<file path="src/rtl/core/pidpwm_pkg.sv">
// pidpwm_pkg: widths, codes, microcode table and saturation helpers for the
// pid controller with filtered derivative. Used by every module of the block.
// No dependencies.
package pidpwm_pkg;

   // word and fixed point geometry
   localparam int DATA_W    = 32;
   localparam int FRAC_BITS = 16;
   localparam int MUL_W     = DATA_W + 1;
   localparam int PROD_W    = 2 * MUL_W;
   localparam int PWM_W     = PROD_W - FRAC_BITS;
   localparam int CLIP_W    = 2;
   localparam int REQ_W     = 2 * DATA_W;
   localparam int RSP_W     = ((DATA_W + CLIP_W + 7) / 8) * 8;
   localparam int CSR_IDX_W = 3;
   localparam int STEP_W    = 4;

   // register reset values
   localparam logic signed [DATA_W-1:0] RST_PROP_GAIN  = 32'sd0;
   localparam logic signed [DATA_W-1:0] RST_SP_WEIGHT  = 32'sd65536;
   localparam logic signed [DATA_W-1:0] RST_INTEG_GAIN = 32'sd0;
   localparam logic signed [DATA_W-1:0] RST_D_POLE     = 32'sd0;
   localparam logic signed [DATA_W-1:0] RST_D_GAIN     = 32'sd0;
   localparam logic signed [DATA_W-1:0] RST_PWM_MAX    = 32'sd131072000;
   localparam logic signed [DATA_W-1:0] RST_PWM_MIN    = 32'sd65536000;
   localparam logic signed [DATA_W-1:0] RST_PWM_CENTER = 32'sd98304000;

   typedef enum logic [CSR_IDX_W-1:0] {
      REG_PROP_GAIN  = 3'd0,
      REG_SP_WEIGHT  = 3'd1,
      REG_INTEG_GAIN = 3'd2,
      REG_D_POLE     = 3'd3,
      REG_D_GAIN     = 3'd4,
      REG_PWM_MAX    = 3'd5,
      REG_PWM_MIN    = 3'd6,
      REG_PWM_CENTER = 3'd7
   } csr_idx_type;

   typedef enum logic [CLIP_W-1:0] {
      CLIP_NONE = 2'd0,
      CLIP_MIN  = 2'd1,
      CLIP_MAX  = 2'd2
   } clip_type;

   // multiplier operand selects
   typedef enum logic [2:0] {
      MA_NONE, MA_WEIGHT, MA_KP, MA_KI, MA_POLE, MA_GAIN, MA_SPAN
   } mul_a_type;

   typedef enum logic [2:0] {
      MB_TARGET, MB_WT, MB_ERR, MB_DACC, MB_DY, MB_U
   } mul_b_type;

   // datapath operations, each with fixed sources and destination
   typedef enum logic [3:0] {
      OP_NOP, OP_LOAD, OP_DIFF, OP_WT, OP_INC, OP_P, OP_DHOLD, OP_D, OP_U,
      OP_PWM, OP_OUT
   } alu_op_type;

   // a step branches to itself while its hold condition is true
   typedef enum logic [1:0] {
      HOLD_NEVER, HOLD_REQ_IDLE, HOLD_RSP_FULL
   } hold_type;

   typedef logic [STEP_W-1:0] step_type;

   typedef struct packed {
      mul_a_type  mul_a;
      mul_b_type  mul_b;
      alu_op_type op;
      hold_type   hold;
      step_type   next;
   } uword_type;

   // control from sequencer to datapath
   typedef struct packed {
      mul_a_type  mul_a;
      mul_b_type  mul_b;
      alu_op_type op;
      logic       go;
   } ctrl_type;

   function automatic uword_type uw(input mul_a_type a, input mul_b_type b,
                                    input alu_op_type op, input hold_type h,
                                    input step_type nxt);
      return '{mul_a: a, mul_b: b, op: op, hold: h, next: nxt};
   endfunction

   // control program: at most one product per step, consumed in the following step
   function automatic uword_type ucode_rom(input step_type step);
      unique case (step)
         step_type'(0):  return uw(MA_NONE,   MB_TARGET, OP_LOAD,  HOLD_REQ_IDLE, step_type'(1));
         step_type'(1):  return uw(MA_WEIGHT, MB_TARGET, OP_DIFF,  HOLD_NEVER,    step_type'(2));
         step_type'(2):  return uw(MA_KI,     MB_ERR,    OP_WT,    HOLD_NEVER,    step_type'(3));
         step_type'(3):  return uw(MA_KP,     MB_WT,     OP_INC,   HOLD_NEVER,    step_type'(4));
         step_type'(4):  return uw(MA_POLE,   MB_DACC,   OP_P,     HOLD_NEVER,    step_type'(5));
         step_type'(5):  return uw(MA_GAIN,   MB_DY,     OP_DHOLD, HOLD_NEVER,    step_type'(6));
         step_type'(6):  return uw(MA_NONE,   MB_TARGET, OP_D,     HOLD_NEVER,    step_type'(7));
         step_type'(7):  return uw(MA_NONE,   MB_TARGET, OP_U,     HOLD_NEVER,    step_type'(8));
         step_type'(8):  return uw(MA_SPAN,   MB_U,      OP_NOP,   HOLD_NEVER,    step_type'(9));
         step_type'(9):  return uw(MA_NONE,   MB_TARGET, OP_PWM,   HOLD_NEVER,    step_type'(10));
         step_type'(10): return uw(MA_NONE,   MB_TARGET, OP_OUT,   HOLD_RSP_FULL, step_type'(0));
         default:        return uw(MA_NONE,   MB_TARGET, OP_NOP,   HOLD_NEVER,    step_type'(0));
      endcase
   endfunction

   // saturate a wide signed value to the data word
   function automatic logic signed [DATA_W-1:0] sat32(input logic signed [PROD_W-1:0] v);
      if (v[PROD_W-1:DATA_W-1] == {(PROD_W-DATA_W+1){v[PROD_W-1]}}) begin
         return v[DATA_W-1:0];
      end
      return v[PROD_W-1] ? {1'b1, {(DATA_W-1){1'b0}}} : {1'b0, {(DATA_W-1){1'b1}}};
   endfunction

   // sign extend a data word to product width
   function automatic logic signed [PROD_W-1:0] sext(input logic signed [DATA_W-1:0] x);
      return PROD_W'(x);
   endfunction

endpackage

</file>
<file path="src/rtl/core/pidpwm_useq.sv">
// pidpwm_useq: step counter and microcode table walk for the pid controller.
// Depends on pidpwm_pkg.
module pidpwm_useq import pidpwm_pkg::*; (
   input  logic     clock,
   input  logic     reset,
   input  logic     req_tvalid,
   input  logic     rsp_full,
   output logic     req_tready,
   output ctrl_type ctrl
);

   step_type  step_ff, step_in;
   uword_type word;
   logic      stall;

   // fetch, hold check and next step
   always_comb begin
      word = ucode_rom(step_ff);
      unique case (word.hold)
         HOLD_NEVER:    stall = 1'b0;
         HOLD_REQ_IDLE: stall = !req_tvalid;
         HOLD_RSP_FULL: stall = rsp_full;
         default:       stall = 1'b0;
      endcase
      step_in    = stall ? step_ff : word.next;
      ctrl       = '{mul_a: word.mul_a, mul_b: word.mul_b, op: word.op, go: !stall};
      req_tready = (word.op == OP_LOAD);
   end

   // step counter
   always_ff @(posedge clock) begin
      if (reset) begin
         step_ff <= '0;
      end else begin
         step_ff <= step_in;
      end
   end

endmodule

</file>
<file path="config.mk">
export PLATFORM = sky130hd
export DESIGN_NAME = pidpwm_useq
export DESIGN_NICKNAME = d
export VERILOG_FILES = /design/src/rtl/core/pidpwm_pkg.sv /design/src/rtl/core/pidpwm_useq.sv
export SDC_FILE = /design/constraint.sdc
export NUM_CORES = 1
export LEC_CHECK = 0
export BUFFER_PORTS_ARGS = -buffer_cell sky130_fd_sc_hd__buf_4
export CAP_MARGIN = 20
export CORE_MARGIN = 2
export CORE_UTILIZATION = 54
export CTS_BUF_LIST = sky130_fd_sc_hd__clkbuf_4
export CTS_CLUSTER_DIAMETER = 40
export CTS_CLUSTER_SIZE = 30
export DETAILED_ROUTE_END_ITERATION = 10
export PLACE_DENSITY = 0.86
export RECOVER_POWER = 50
export SLEW_MARGIN = 5
export SYNTH_ARGS = -nofsm -noshare
export SYNTH_HDL_FRONTEND = slang
export SYNTH_SLANG_ARGS = --single-unit
</file>
<file path="constraint.sdc">
create_clock -name clock -period 2.2 [get_ports clock]
set_input_delay 0.44 -clock clock [delete_from_list [all_inputs] [get_ports clock]]
set_output_delay 0.44 -clock clock [all_outputs]
set_load 0.01 [all_outputs]
</file>
==> Word-level counts from Yosys, hierarchy flattened <==
Memories as Yosys holds them, arrays and structs flattened. A register that Yosys moved wholly into a read port is not among the register bits.
Cells that the tools add are included.
{ "totals": {"regBits": 4, "rom_bits": 256, "input_bits": 4, "output_inout_bits": 12, "word_cells": 10, "mem_count": 1} }
{ "classes": {"eq_ne": 3, "n_mux": 3, "reduce_logical": 2} }
{ "mem_list": {"columns": ["name", "depth", "width", "rd", "rd_clocked_by_memory_dff", "write_ports", "line_no", "text"], "rows": [
  ["(name not given)", 16, 16, 1, 1, 0, "pidpwm_pkg.sv:91", "unique case (step)"]
]} }
{ "ops": {"columns": ["operator", "count"], "rows": [
  ["4-bit 2-to-1 mux", 2],
  ["4-bit by 1-bit == test with 1-bit output, second input constant", 1],
  ["2-bit by 1-bit == test with 1-bit output, second input constant", 1],
  ["2-bit == test, second input constant", 1],
  ["1-bit zero test", 2],
  ["1-bit one-hot mux with 2 select lines", 1]
]} }

==> Logic depth before layout (Yosys ltp) <==
Gate-level depths: netlist (run 1).
{ "depth": {"depth_word": 4, "ltp_mapped": 10, "depth_no_buf": 10} }

==> Worst setup path after synthesis (run 1) <==
OpenSTA, ideal clock, no wires.
{ "synth_path": {"path_kind": "flip-flop to flip-flop", "startpoint": "register, netlist name word[4]", "endpoint": "register, netlist name ctrl[2]", "setup_ps": 119, "arrival_time_ps": 1798, "t_required_ps": 2081, "slack_ps": 282, "stages_incl_launch_ff": 10, "path_buffers": 0, "synth_period_minus_slack_ps": 1918, "cell_sequence": "dfxtp_1 > inv_1 > ha_1 > a21oi_4 > mux2i_1 > or2_4 > inv_2 > ha_1 > and3_4 > o21bai_1"} }
{ "synth_via": {"elab_chain_len": 4, "word_cells_on_any_way": 5, "classes_between": "eq/ne: 2; mux: 3"} }
{ "synth_rtl": {"columns": ["item", "line_no", "text"], "rows": [
  ["2-bit == test / 2-bit by 1-bit == test with 1-bit output (equally long branches)", "pidpwm_useq.sv:19", "unique case (word.hold)"],
  ["1-bit one-hot mux with 2 select lines *", "pidpwm_useq.sv:19", null],
  ["4-bit 2-to-1 mux (no source line) * (2 in series)", null, null]
]} }
Mark *: on every way between the ends. The rest lies on a longest branch, timed or not.
A chain may end at the register's enable or synchronous reset.

==> flow_summary.json, run 1 <==
{
  "clk_latency_ns": 0.30,
  "viasPerCell": 5.45,
  "insertedDiodeCount": 0,
  "yosys.area_share.xor_xnor": 0,
  "synth_top_family_by_area": "simple AND/OR/NAND/NOR gates",
  "num_rows": 14,
  "antenna_found_initial": 0,
  "multi_input_area_um2": 403,
  "drtPass1Iterations": 4,
  "die-area_mm2": 0.00202,
  "grt_overflow": 0,
  "drv_cap": 0,
  "area_growth_pct": 5.68,
  "synth.area.mux_share": 0.0568,
  "ir_drop_uv": 552,
  "fin_setup_tns_ns": 0,
  "synth_edf_count": 0,
  "hp-start": "reset",
  "finalNetCount": 117,
  "cts_tree": "done",
  "r2r_start": "word[4]$_SDFF_PP0_",
  "synthFlopType": "dfxtp_1",
  "p_sw_uw": 346,
  "netlist_area_um2": 903,
  "worstPathArrival_ns": 1.54,
  "grt_setup_unrepaired": "no",
  "min_to": "step_ff[0]$_SDFFE_PP0P_",
  "hold_viol": 0,
  "layout-drive-gt1-share": 0.171,
  "whs_path_depth": 2,
  "grt_pass1_vias": 575,
  "cp-end-kind": "output port",
  "cts.repair.resized": 0,
  "critPathKind": "reg -> out",
  "r2r_setup_slack_ns": 0.23,
  "first_iter_violations": 13,
  "worst_slew_pin_slew_ns": 0.372,
  "avgSynthCellArea_um2": 9.41,
  "intPower_uw": 654,
  "path_clk_slew_ns": 0.09,
  "drc": 0,
  "numCtsBuffers": 3,
  "yosys_register_bits": 19,
  "grt_pass1_wl_mm": 2.45,
  "grt_max_degree": 14,
  "ys.warnings.count": 0,
  "layout_min_cycle_time_ns": 1.98,
  "postLayoutCoreUtil": 0.619,
  "crit_required_ns": 1.76,
  "slowest_stage": "dfxtp_1",
  "cts_sinks": 19,
  "n_fill_cell": 131,
  "place.port_buffers": 15,
  "pwr-share-clk": 0.170,
  "synth_cell_types": 27,
  "regArea_um2": 380,
  "skew_ns": 0.00762,
  "p_per_area_mw_per_mm2": 1050,
  "dr_total_vias": 660,
  "combPwrFrac": 0.366,
  "setup_viol": 0,
  "netSwitchingFraction": 0.346,
  "routedWlPerCell_um": 12.7,
  "period_share": 0.901,
  "hp-class": "in -> reg",
  "root_buffer": "clkbuf_4",
  "initial_utilization": 0.586,
  "path_cells": "inv_1 > ha_1 > a21oi_4 > buf_4 > inv_1 > buf_4",
  "cts_buffer_depth": 2,
  "slew_viol_final": 0,
  "reg2reg_to": "ctrl[2]$_DFF_P_",
  "seq_area_frac_synth": 0.421,
  "startpoint": "word[4]$_SDFF_PP0_",
  "postRouteAntennaNets": 0,
  "yosys.area_share.simple": 0.191,
  "async_flop_share": 0,
  "hold_buffers": 0,
  "dp.cells": 117,
  "seq_power_share": 0.463,
  "synth_nets": 107,
  "synth_compound_area_frac": 0.101,
  "critPathMaxStageDelay_ns": 0.34,
  "stdcell_count": 121,
  "slew_headroom": 0.750,
  "die-width_um": 44.9,
  "post_cts_buffers": 0,
  "core_area_mm2": 0.00154,
  "place_congestion": 0.825,
  "status": "completed",
  "rr_worst_depth": 9,
  "crit_fanout": 5,
  "grt_usage": 0.174,
  "fmax_ghz": 0.504,
  "crit_path_start_kind": "register",
  "cts_max_level": 1,
  "syn_inst": 96,
  "wirelength_mm": 1.54,
  "die_h_um": 44.9,
  "finalPower_uw": 1000,
  "io_pins": 16,
  "p_leak_uw": 0.000426,
  "place_hpwl_mm": 1.18,
  "synthAdderAreaFrac": 0.0970
}
-- worst max-delay path: cells and delay by family (launching register included) --
family                     cells  cell delay, ns
buffers and inverters          4            0.40
AOI/OAI and AO/OA              1            0.19
adders and majority gates      1            0.32
DFF                            1            0.34
-- sequential cells by signal, indices dropped and copies added, names as in the netlist --
signal and flops:
ctrl 10, step_ff 4, word 5
-- through the flow --
stage / worst slack (ns) / hold WS [ns] / cell area [µm²]
detailed placement: 0.218 / 0.528 / 968
global route: 0.0675 / 0.394 / 955
CTS: 0.208 / 0.368 / 996
finish: 0.218 / 0.381 / 955
global placement: 0.257 / 0.523 / 968
floorplan: 0.282 / 0.481 / 903
-- cells by family after synthesis --
logic type | count (synthesis)
AND/OR/NAND/NOR | 31
flip-flops | 19
AO/OA/AOI/OAI | 13
adder cells (fa/ha/maj) | 7
multiplexers | 5
buffers and inverters | 21
-- final cells by class --
cell class / count / area share
multi-input combinational: 56 / 0.422
sequential: 19 / 0.398
timing repair buffer: 18 / 0.0983
inverter: 8 / 0.0315
clock buffer: 3 / 0.0236
tap: 16 / 0.0210
clock inverter: 1 / 0.00524
-- per-layer routing --
metal | global-route usage | vias to the layer above | wire length (µm)
met4 | 0.0882 | 0 | 34
met3 | 0.0480 | 5 | 90
met5 | 0 | - | 0
met1 | 0.188 | 311 | 625
met2 | 0.310 | 25 | 789
li1 | - | 319 | -
-- Yosys cell counts (2+ instances only) --
master	instances	area share
a211oi_1	2	0.017
a21oi_1	3	0.017
buf_2	3	0.017
buf_4	10	0.083
dfxtp_1	19	0.42
ha_1	7	0.097
inv_1	7	0.029
mux2i_1	4	0.044
nand2_1	11	0.046
nand2b_1	3	0.021
nand3_1	2	0.011
nor2_1	4	0.017
nor2b_1	2	0.014
nor3_1	2	0.011
nor3b_1	2	0.017
o21ai_0	2	0.011
o21ai_1	3	0.017
-- worst max-delay path by stage --
stage                           end  slack, ns  cells past startpoint
finish                      ctrl[0]       0.22                      6
global route        ctrl[2]$_DFF_P_       0.07                      9
CTS                         ctrl[0]       0.21                      6
detailed placement  ctrl[2]$_DFF_P_       0.22                      9
global placement    ctrl[2]$_DFF_P_       0.26                      9
floorplan           ctrl[2]$_DFF_P_       0.28                      9
-- placed cells by master (no fill, tap or decap) --
cell      count
nor2b_1       2
nor4b_1       1
mux2i_1       4
ha_1          7
inv_2         1
mux2_2        1
clkbuf_4      3
dfxtp_1      19
o21ai_1       3
a211oi_1      2
nand3_1       2
o31ai_2       1
a21oi_1       3
inv_1         7
and3_4        1
clkbuf_1     11
nor3_1        2
o21ai_0       2
or2_4         1
nand3b_1      1
nand2_1      11
clkinv_2      1
a21oi_4       1
nor3b_1       2
o21bai_1      1
nor2_1        4
buf_4         7
nand2b_4      1
nand2b_1      3
-- power by group through the flow --
| stage | logic [µW] | registers [µW] | clock network [µW] |
|---|---|---|---|
| floorplan | 327 | 462 | 0 |
| global placement | 401 | 470 | 0 |
| detailed placement | 410 | 473 | 0 |
| CTS | 413 | 464 | 177 |
| global route | 402 | 471 | 187 |
| finish | 366 | 463 | 170 |
Power figures use the tool's default switching activity.
==> run 2: changes to the inputs <==
--- a/config.mk
+++ b/config.mk
@@ -8,12 +8,13 @@
 export BUFFER_PORTS_ARGS = -buffer_cell sky130_fd_sc_hd__buf_4
 export CAP_MARGIN = 20
 export CORE_MARGIN = 2
-export CORE_UTILIZATION = 54
+export CORE_UTILIZATION = 40
 export CTS_BUF_LIST = sky130_fd_sc_hd__clkbuf_4
 export CTS_CLUSTER_DIAMETER = 40
 export CTS_CLUSTER_SIZE = 30
 export DETAILED_ROUTE_END_ITERATION = 10
-export PLACE_DENSITY = 0.86
+export MAX_ROUTING_LAYER = met4
+export PLACE_DENSITY = 0.69
 export RECOVER_POWER = 50
 export SLEW_MARGIN = 5
 export SYNTH_ARGS = -nofsm -noshare
==> run 2 against run 1 <==
  * Sequential power hardly changed
  * Via count decreased by 3.6%
  * Critical endpoint is now ctrl[2]$_DFF_P_
  * Clock power up 4%
==> flow_summary.json, run 2 (synthesis gave the netlist of run 1 again) <==
{
  "status": "completed",
  "slew_headroom": 0.717,
  "seq_power_share": 0.461,
  "slew_viol_final": 0,
  "setup_viol": 0,
  "crit_fanout": 6,
  "insertedDiodeCount": 0,
  "routedWlPerCell_um": 11.7,
  "initial_utilization": 0.416,
  "hold_buffers": 0,
  "drtPass1Iterations": 4,
  "place_hpwl_mm": 1.15,
  "final_cell_mix": "dfxtp_1 (19), clkbuf_1 (12), nand2_1 (11)",
  "viasPerCell": 4.78,
  "crit_required_ns": 2.40,
  "largest_reg_flops": 10,
  "io_pins": 16,
  "cts_max_level": 1,
  "crit_path_start_kind": "register",
  "final_common_cell": "dfxtp_1",
  "place_congestion": 0.771,
  "grt_usage": 0.131,
  "num_rows": 17,
  "antenna_found_initial": 0,
  "die-area_mm2": 0.00265,
  "die-width_um": 51.5,
  "p_per_area_mw_per_mm2": 1040,
  "regArea_um2": 380,
  "layout_min_cycle_time_ns": 2.03,
  "intPower_uw": 651,
  "setup_ws_ns": 0.172,
  "fin_setup_tns_ns": 0,
  "critPathKind": "reg -> reg",
  "grt_pass1_wl_mm": 2.44,
  "cp-end-kind": "register",
  "netSwitchingFraction": 0.354,
  "pwr-share-clk": 0.176,
  "cpMostUsedCell": "ha_1",
  "postRouteAntennaNets": 0,
  "slowest_stage": "dfxtp_1",
  "skew_ns": 0.00140,
  "ir_drop_uv": 466,
  "p_leak_uw": 0.000422,
  "worst_slew_pin_slew_ns": 0.422,
  "place_ws_ns": 0.144,
  "multi_input_area_um2": 405,
  "grt_max_degree": 13,
  "path_cells": "inv_1 > ha_1 > a21oi_4 > mux2i_1 > or2_4 > inv_2 > ha_1 > and3_4 > o21bai_1",
  "path_clk_slew_ns": 0.11,
  "fmax_ghz": 0.493,
  "drc": 0,
  "worstPathArrival_ns": 2.23,
  "n_fill_cell": 225,
  "dr_total_vias": 636,
  "wirelength_mm": 1.56,
  "area_growth_pct": 7.20,
  "grt_pass1_vias": 564,
  "root_buffer": "clkbuf_4",
  "core_area_mm2": 0.00217,
  "hp-class": "in -> reg",
  "period_share": 0.922,
  "cts_tree": "done",
  "postLayoutCoreUtil": 0.446,
  "hold_viol": 0,
  "combPwrFrac": 0.363,
  "cts_buffer_depth": 2,
  "crit_family": "adder cells",
  "finalNetCount": 117,
  "first_iter_violations": 5,
  "critPathMaxStageDelay_ns": 0.35,
  "numCtsBuffers": 3,
  "layout-drive-gt1-share": 0.171,
  "clk_latency_ns": 0.30,
  "cts_sinks": 19,
  "grt_overflow": 0,
  "cp.buffers_inverters": 2,
  "grt_setup_unrepaired": "no",
  "place.port_buffers": 15,
  "p_sw_uw": 356,
  "die_h_um": 51.5,
  "drv_cap": 0
}
run 2: per-layer routing:
metal,global-route usage,share of wire
met1,0.152,0.46
met5,-,0
met2,0.216,0.47
met3,0.0259,0.051
met4,0.0658,0.019
run 2: final cells by class:
type | count | share of cell area
multi-input cells | 56 | 0.419
clock buffers | 3 | 0.0233
well taps | 28 | 0.0362
repair buffers | 18 | 0.0930
clock inverters | 1 | 0.00517
inverters | 8 | 0.0310
flip-flops and latches | 19 | 0.393
run 2: repair_timing:
item / in CTS / in global routing
hold endpoints to repair: 0 / 0
endpoints found under the setup margin: 0 / 1
gates resized for setup: 0 / 1
buffers inserted: 0 / 0
run 2: final timing paths:
check | start | end | slack, ns | depth (start not counted)
setup / recovery | word[4]$_SDFF_PP0_ | ctrl[2]$_DFF_P_ | 0.17 | 9
hold / removal | reset | step_ff[0]$_SDFFE_PP0P_ | 0.39 | 2
setup reg to reg | word[4]$_SDFF_PP0_ | ctrl[2]$_DFF_P_ | 0.17 | 9
hold reg to reg | word[3]$_DFF_P_ | step_ff[3]$_SDFFE_PP0P_ | 0.53 | 2
run 2: power groups by stage:
stage	clock, µW	sequential (µW)	combinational (µW)
6_report	177	465	365
5_1_grt	197	475	401
4_1_cts	181	466	418
3_5_place_dp	0	473	412
3_3_place_gp	0	472	405
2_1_floorplan	0	462	327
run 2: per-stage QoR:
stage	instance area, µm²	hold WS (ns)	power (µW)	cells
after CTS	1010	0.377	1070	133
after global routing	968	0.400	1070	133
after detailed placement	983	0.510	885	129
after floorplan	903	0.481	789	96
after global placement	983	0.513	877	129
final	968	0.386	1010	133
==> run 3: changes to the inputs <==
--- a/config.mk
+++ b/config.mk
@@ -5,6 +5,7 @@
 export SDC_FILE = /design/constraint.sdc
 export NUM_CORES = 1
 export LEC_CHECK = 0
+export ABC_AREA = 1
 export BUFFER_PORTS_ARGS = -buffer_cell sky130_fd_sc_hd__buf_4
 export CAP_MARGIN = 20
 export CORE_MARGIN = 2
==> run 3 against run 2 <==
  * Flip-flop and latch count unchanged
  * Highest routed layer unchanged
  * Sequential share of layout area is 0.67 points higher
  * Critical path depth increased by 1
  * Core utilization down 1.2 points
  * Worst setup slack better by 0.12 ns
  * Clock-buffer cell count stayed put
  * Non-clock buffer count is 3 lower
  * Critical path type unchanged
  * Final cell count up 5.3%
  * Clock skew is 0.013 ns higher
  * Clock power about the same
  * Largest cell class is now registers
==> flow_summary.json, run 3 <==
{
  "status": "completed",
  "seq_area_frac_synth": 0.418,
  "hold_viol": 0,
  "critPathMaxStageDelay_ns": 0.34,
  "viasPerCell": 4.53,
  "synth_nets": 115,
  "pwr-share-clk": 0.139,
  "drv_cap": 0,
  "cp-end-kind": "register",
  "p_per_area_mw_per_mm2": 1350,
  "r2r_start": "word[4]$_SDFF_PP0_",
  "die_h_um": 51.7,
  "netlist_area_um2": 910,
  "synth_edf_count": 0,
  "root_buffer": "clkbuf_4",
  "hold_buffers": 0,
  "yosysTopAreaCellShare": 0.418,
  "largest_reg_flops": 10,
  "die-area_mm2": 0.00267,
  "grt_pass1_vias": 580,
  "grt_overflow": 0,
  "cts_sinks": 19,
  "setup_ws_ns": 0.289,
  "p_sw_uw": 543,
  "r2r_setup_slack_ns": 0.29,
  "postRouteAntennaNets": 0,
  "worstPathArrival_ns": 2.15,
  "skew_ns": 0.0144,
  "first_iter_violations": 9,
  "die-width_um": 51.7,
  "ys_top_cells_by_area": "dfxtp_1 (42%), ha_1 (9.6%), buf_4 (8.3%), nand2_1 (8.3%), inv_1 (5.8%)",
  "yosysMostFrequentCell": "nand2_1",
  "place_ws_ns": 0.324,
  "setup_viol": 0,
  "place.port_buffers": 15,
  "synth_common_cells": "nand2_1 (20), dfxtp_1 (19), inv_1 (14)",
  "period_share": 0.869,
  "n_fill_cell": 228,
  "fin_setup_tns_ns": 0,
  "cts_max_level": 1,
  "initial_utilization": 0.415,
  "final_common_cell": "nand2_1",
  "critPathKind": "reg -> reg",
  "netSwitchingFraction": 0.422,
  "cts.repair.resized": 0,
  "ys.warnings.count": 0,
  "layout_min_cycle_time_ns": 1.91,
  "ir_drop_uv": 549,
  "combPwrFrac": 0.456,
  "num_rows": 17,
  "core_area_mm2": 0.00219,
  "drtPass1Iterations": 4,
  "clk_latency_ns": 0.31,
  "seq_power_share": 0.405,
  "grt_pass1_wl_mm": 2.48,
  "slew_headroom": 0.636,
  "syn_inst": 104,
  "intPower_uw": 743,
  "grt_usage": 0.130,
  "cp.buffers_inverters": 4,
  "post_cts_buffers": 0,
  "yosys_register_bits": 19,
  "place_congestion": 0.831,
  "reg2reg_to": "ctrl[2]$_DFF_P_",
  "final_cell_mix": "nand2_1 (20), dfxtp_1 (19), inv_1 (15)",
  "path_clk_slew_ns": 0.12,
  "grt_max_degree": 13,
  "avgSynthCellArea_um2": 8.75,
  "dr_total_vias": 634,
  "crit_required_ns": 2.44,
  "finalNetCount": 124,
  "min_to": "ctrl[3]$_SDFF_PP0_",
  "p_leak_uw": 0.000502,
  "drc": 0,
  "slowest_stage": "dfxtp_1",
  "hp-class": "in -> reg",
  "cts_tree": "done",
  "place_hpwl_mm": 1.15,
  "yosys.area.top_type": "dfxtp_1",
  "crit_family": "adder cells",
  "whs_path_depth": 4,
  "fmax_ghz": 0.523,
  "rr_worst_depth": 10,
  "crit_fanout": 6,
  "routedWlPerCell_um": 10.7,
  "async_flop_share": 0,
  "synthFlopType": "dfxtp_1",
  "area_growth_pct": 4.68,
  "path_cells": "inv_1 > ha_1 > inv_2 > nand2_4 > o211ai_2 > inv_1 > ha_1 > inv_1 > nand2_1 > o21ai_1",
  "numCtsBuffers": 3,
  "worst_slew_pin_slew_ns": 0.544,
  "cpMostUsedCell": "inv_1",
  "synth_cell_types": 20,
  "io_pins": 16,
  "antenna_found_initial": 0,
  "insertedDiodeCount": 0,
  "slew_viol_final": 0,
  "wirelength_mm": 1.50,
  "hp-start": "reset",
  "crit_path_start_kind": "register",
  "layout-drive-gt1-share": 0.188,
  "grt_setup_unrepaired": "no",
  "cts_buffer_depth": 2
}
run 3: changes by cell type in the layout (fill, tap and decap cells not counted), sizes merged, moves of 3 or more:
cell and change:
inv +9, o21ai -3, nand2 +14, nand2b -4, nand3 +10, mux2i -4
run 3: routing by layer:
metal	track usage	wire length (µm)	vias up
li1	-	-	332
met1	0.154	712	282
met2	0.212	702	16
met3	0.0259	60	4
met4	0.0658	23	0
met5	-	0	-
run 3: power groups by stage:
| stage | logic, µW | clock network (µW) | registers, µW |
|---|---|---|---|
| after global routing | 673 | 195 | 535 |
| final | 587 | 178 | 521 |
| after detailed placement | 665 | 0 | 532 |
| after global placement | 651 | 0 | 531 |
| after floorplan | 551 | 0 | 524 |
| after CTS | 668 | 180 | 524 |
run 3: cell type report:
type                            instances  area [µm²]  area share
Inverter                               18        68.8      0.0723
Sequential cell                        19         380       0.399
Timing Repair Buffer                   15        71.3      0.0749
Multi-Input combinational cell         56         369       0.388
Tap cell                               28        35.0      0.0368
Clock buffer                            3        22.5      0.0237
Clock inverter                          1        5.00     0.00526
run 3: worst max path at each step:
stage / cells after the start / end / start
floorplan: 10 / ctrl[2]$_DFF_P_ / word[4]$_SDFF_PP0_
global placement: 11 / ctrl[5]$_DFF_P_ / word[4]$_SDFF_PP0_
detailed placement: 10 / ctrl[2]$_DFF_P_ / word[4]$_SDFF_PP0_
CTS: 10 / ctrl[2]$_DFF_P_ / word[4]$_SDFF_PP0_
global route: 10 / ctrl[2]$_DFF_P_ / word[4]$_SDFF_PP0_
finish: 10 / ctrl[2]$_DFF_P_ / word[4]$_SDFF_PP0_
run 3: cell families after synthesis:
kind of cell | share of synthesized area
DFF | 0.418
buffers and inverters | 0.171
and+or+nand+nor | 0.279
adders and majority gates | 0.0963
AOI/OAI and AO/OA | 0.0358
run 3: worst min-delay path, delay by kind of cell:
| kind | cells | cell delay [ns] |
|---|---|---|
| compound gates | 1 | 0.06 |
| buf+inv | 2 | 0.19 |
| simple gates | 1 | 0.12 |
run 3: stage by stage:
step / hold WS (ns) / instances / total power (µW) / util / area (µm²)
after floorplan: 0.527 / 104 / 1070 / - / 910
after global placement: 0.546 / 136 / 1180 / 0.443 / 971
after detailed placement: 0.557 / 136 / 1200 / 0.443 / 971
after CTS: 0.555 / 140 / 1370 / 0.456 / 998
after global routing: 0.580 / 140 / 1400 / 0.435 / 952
final: 0.536 / 140 / 1290 / 0.435 / 952
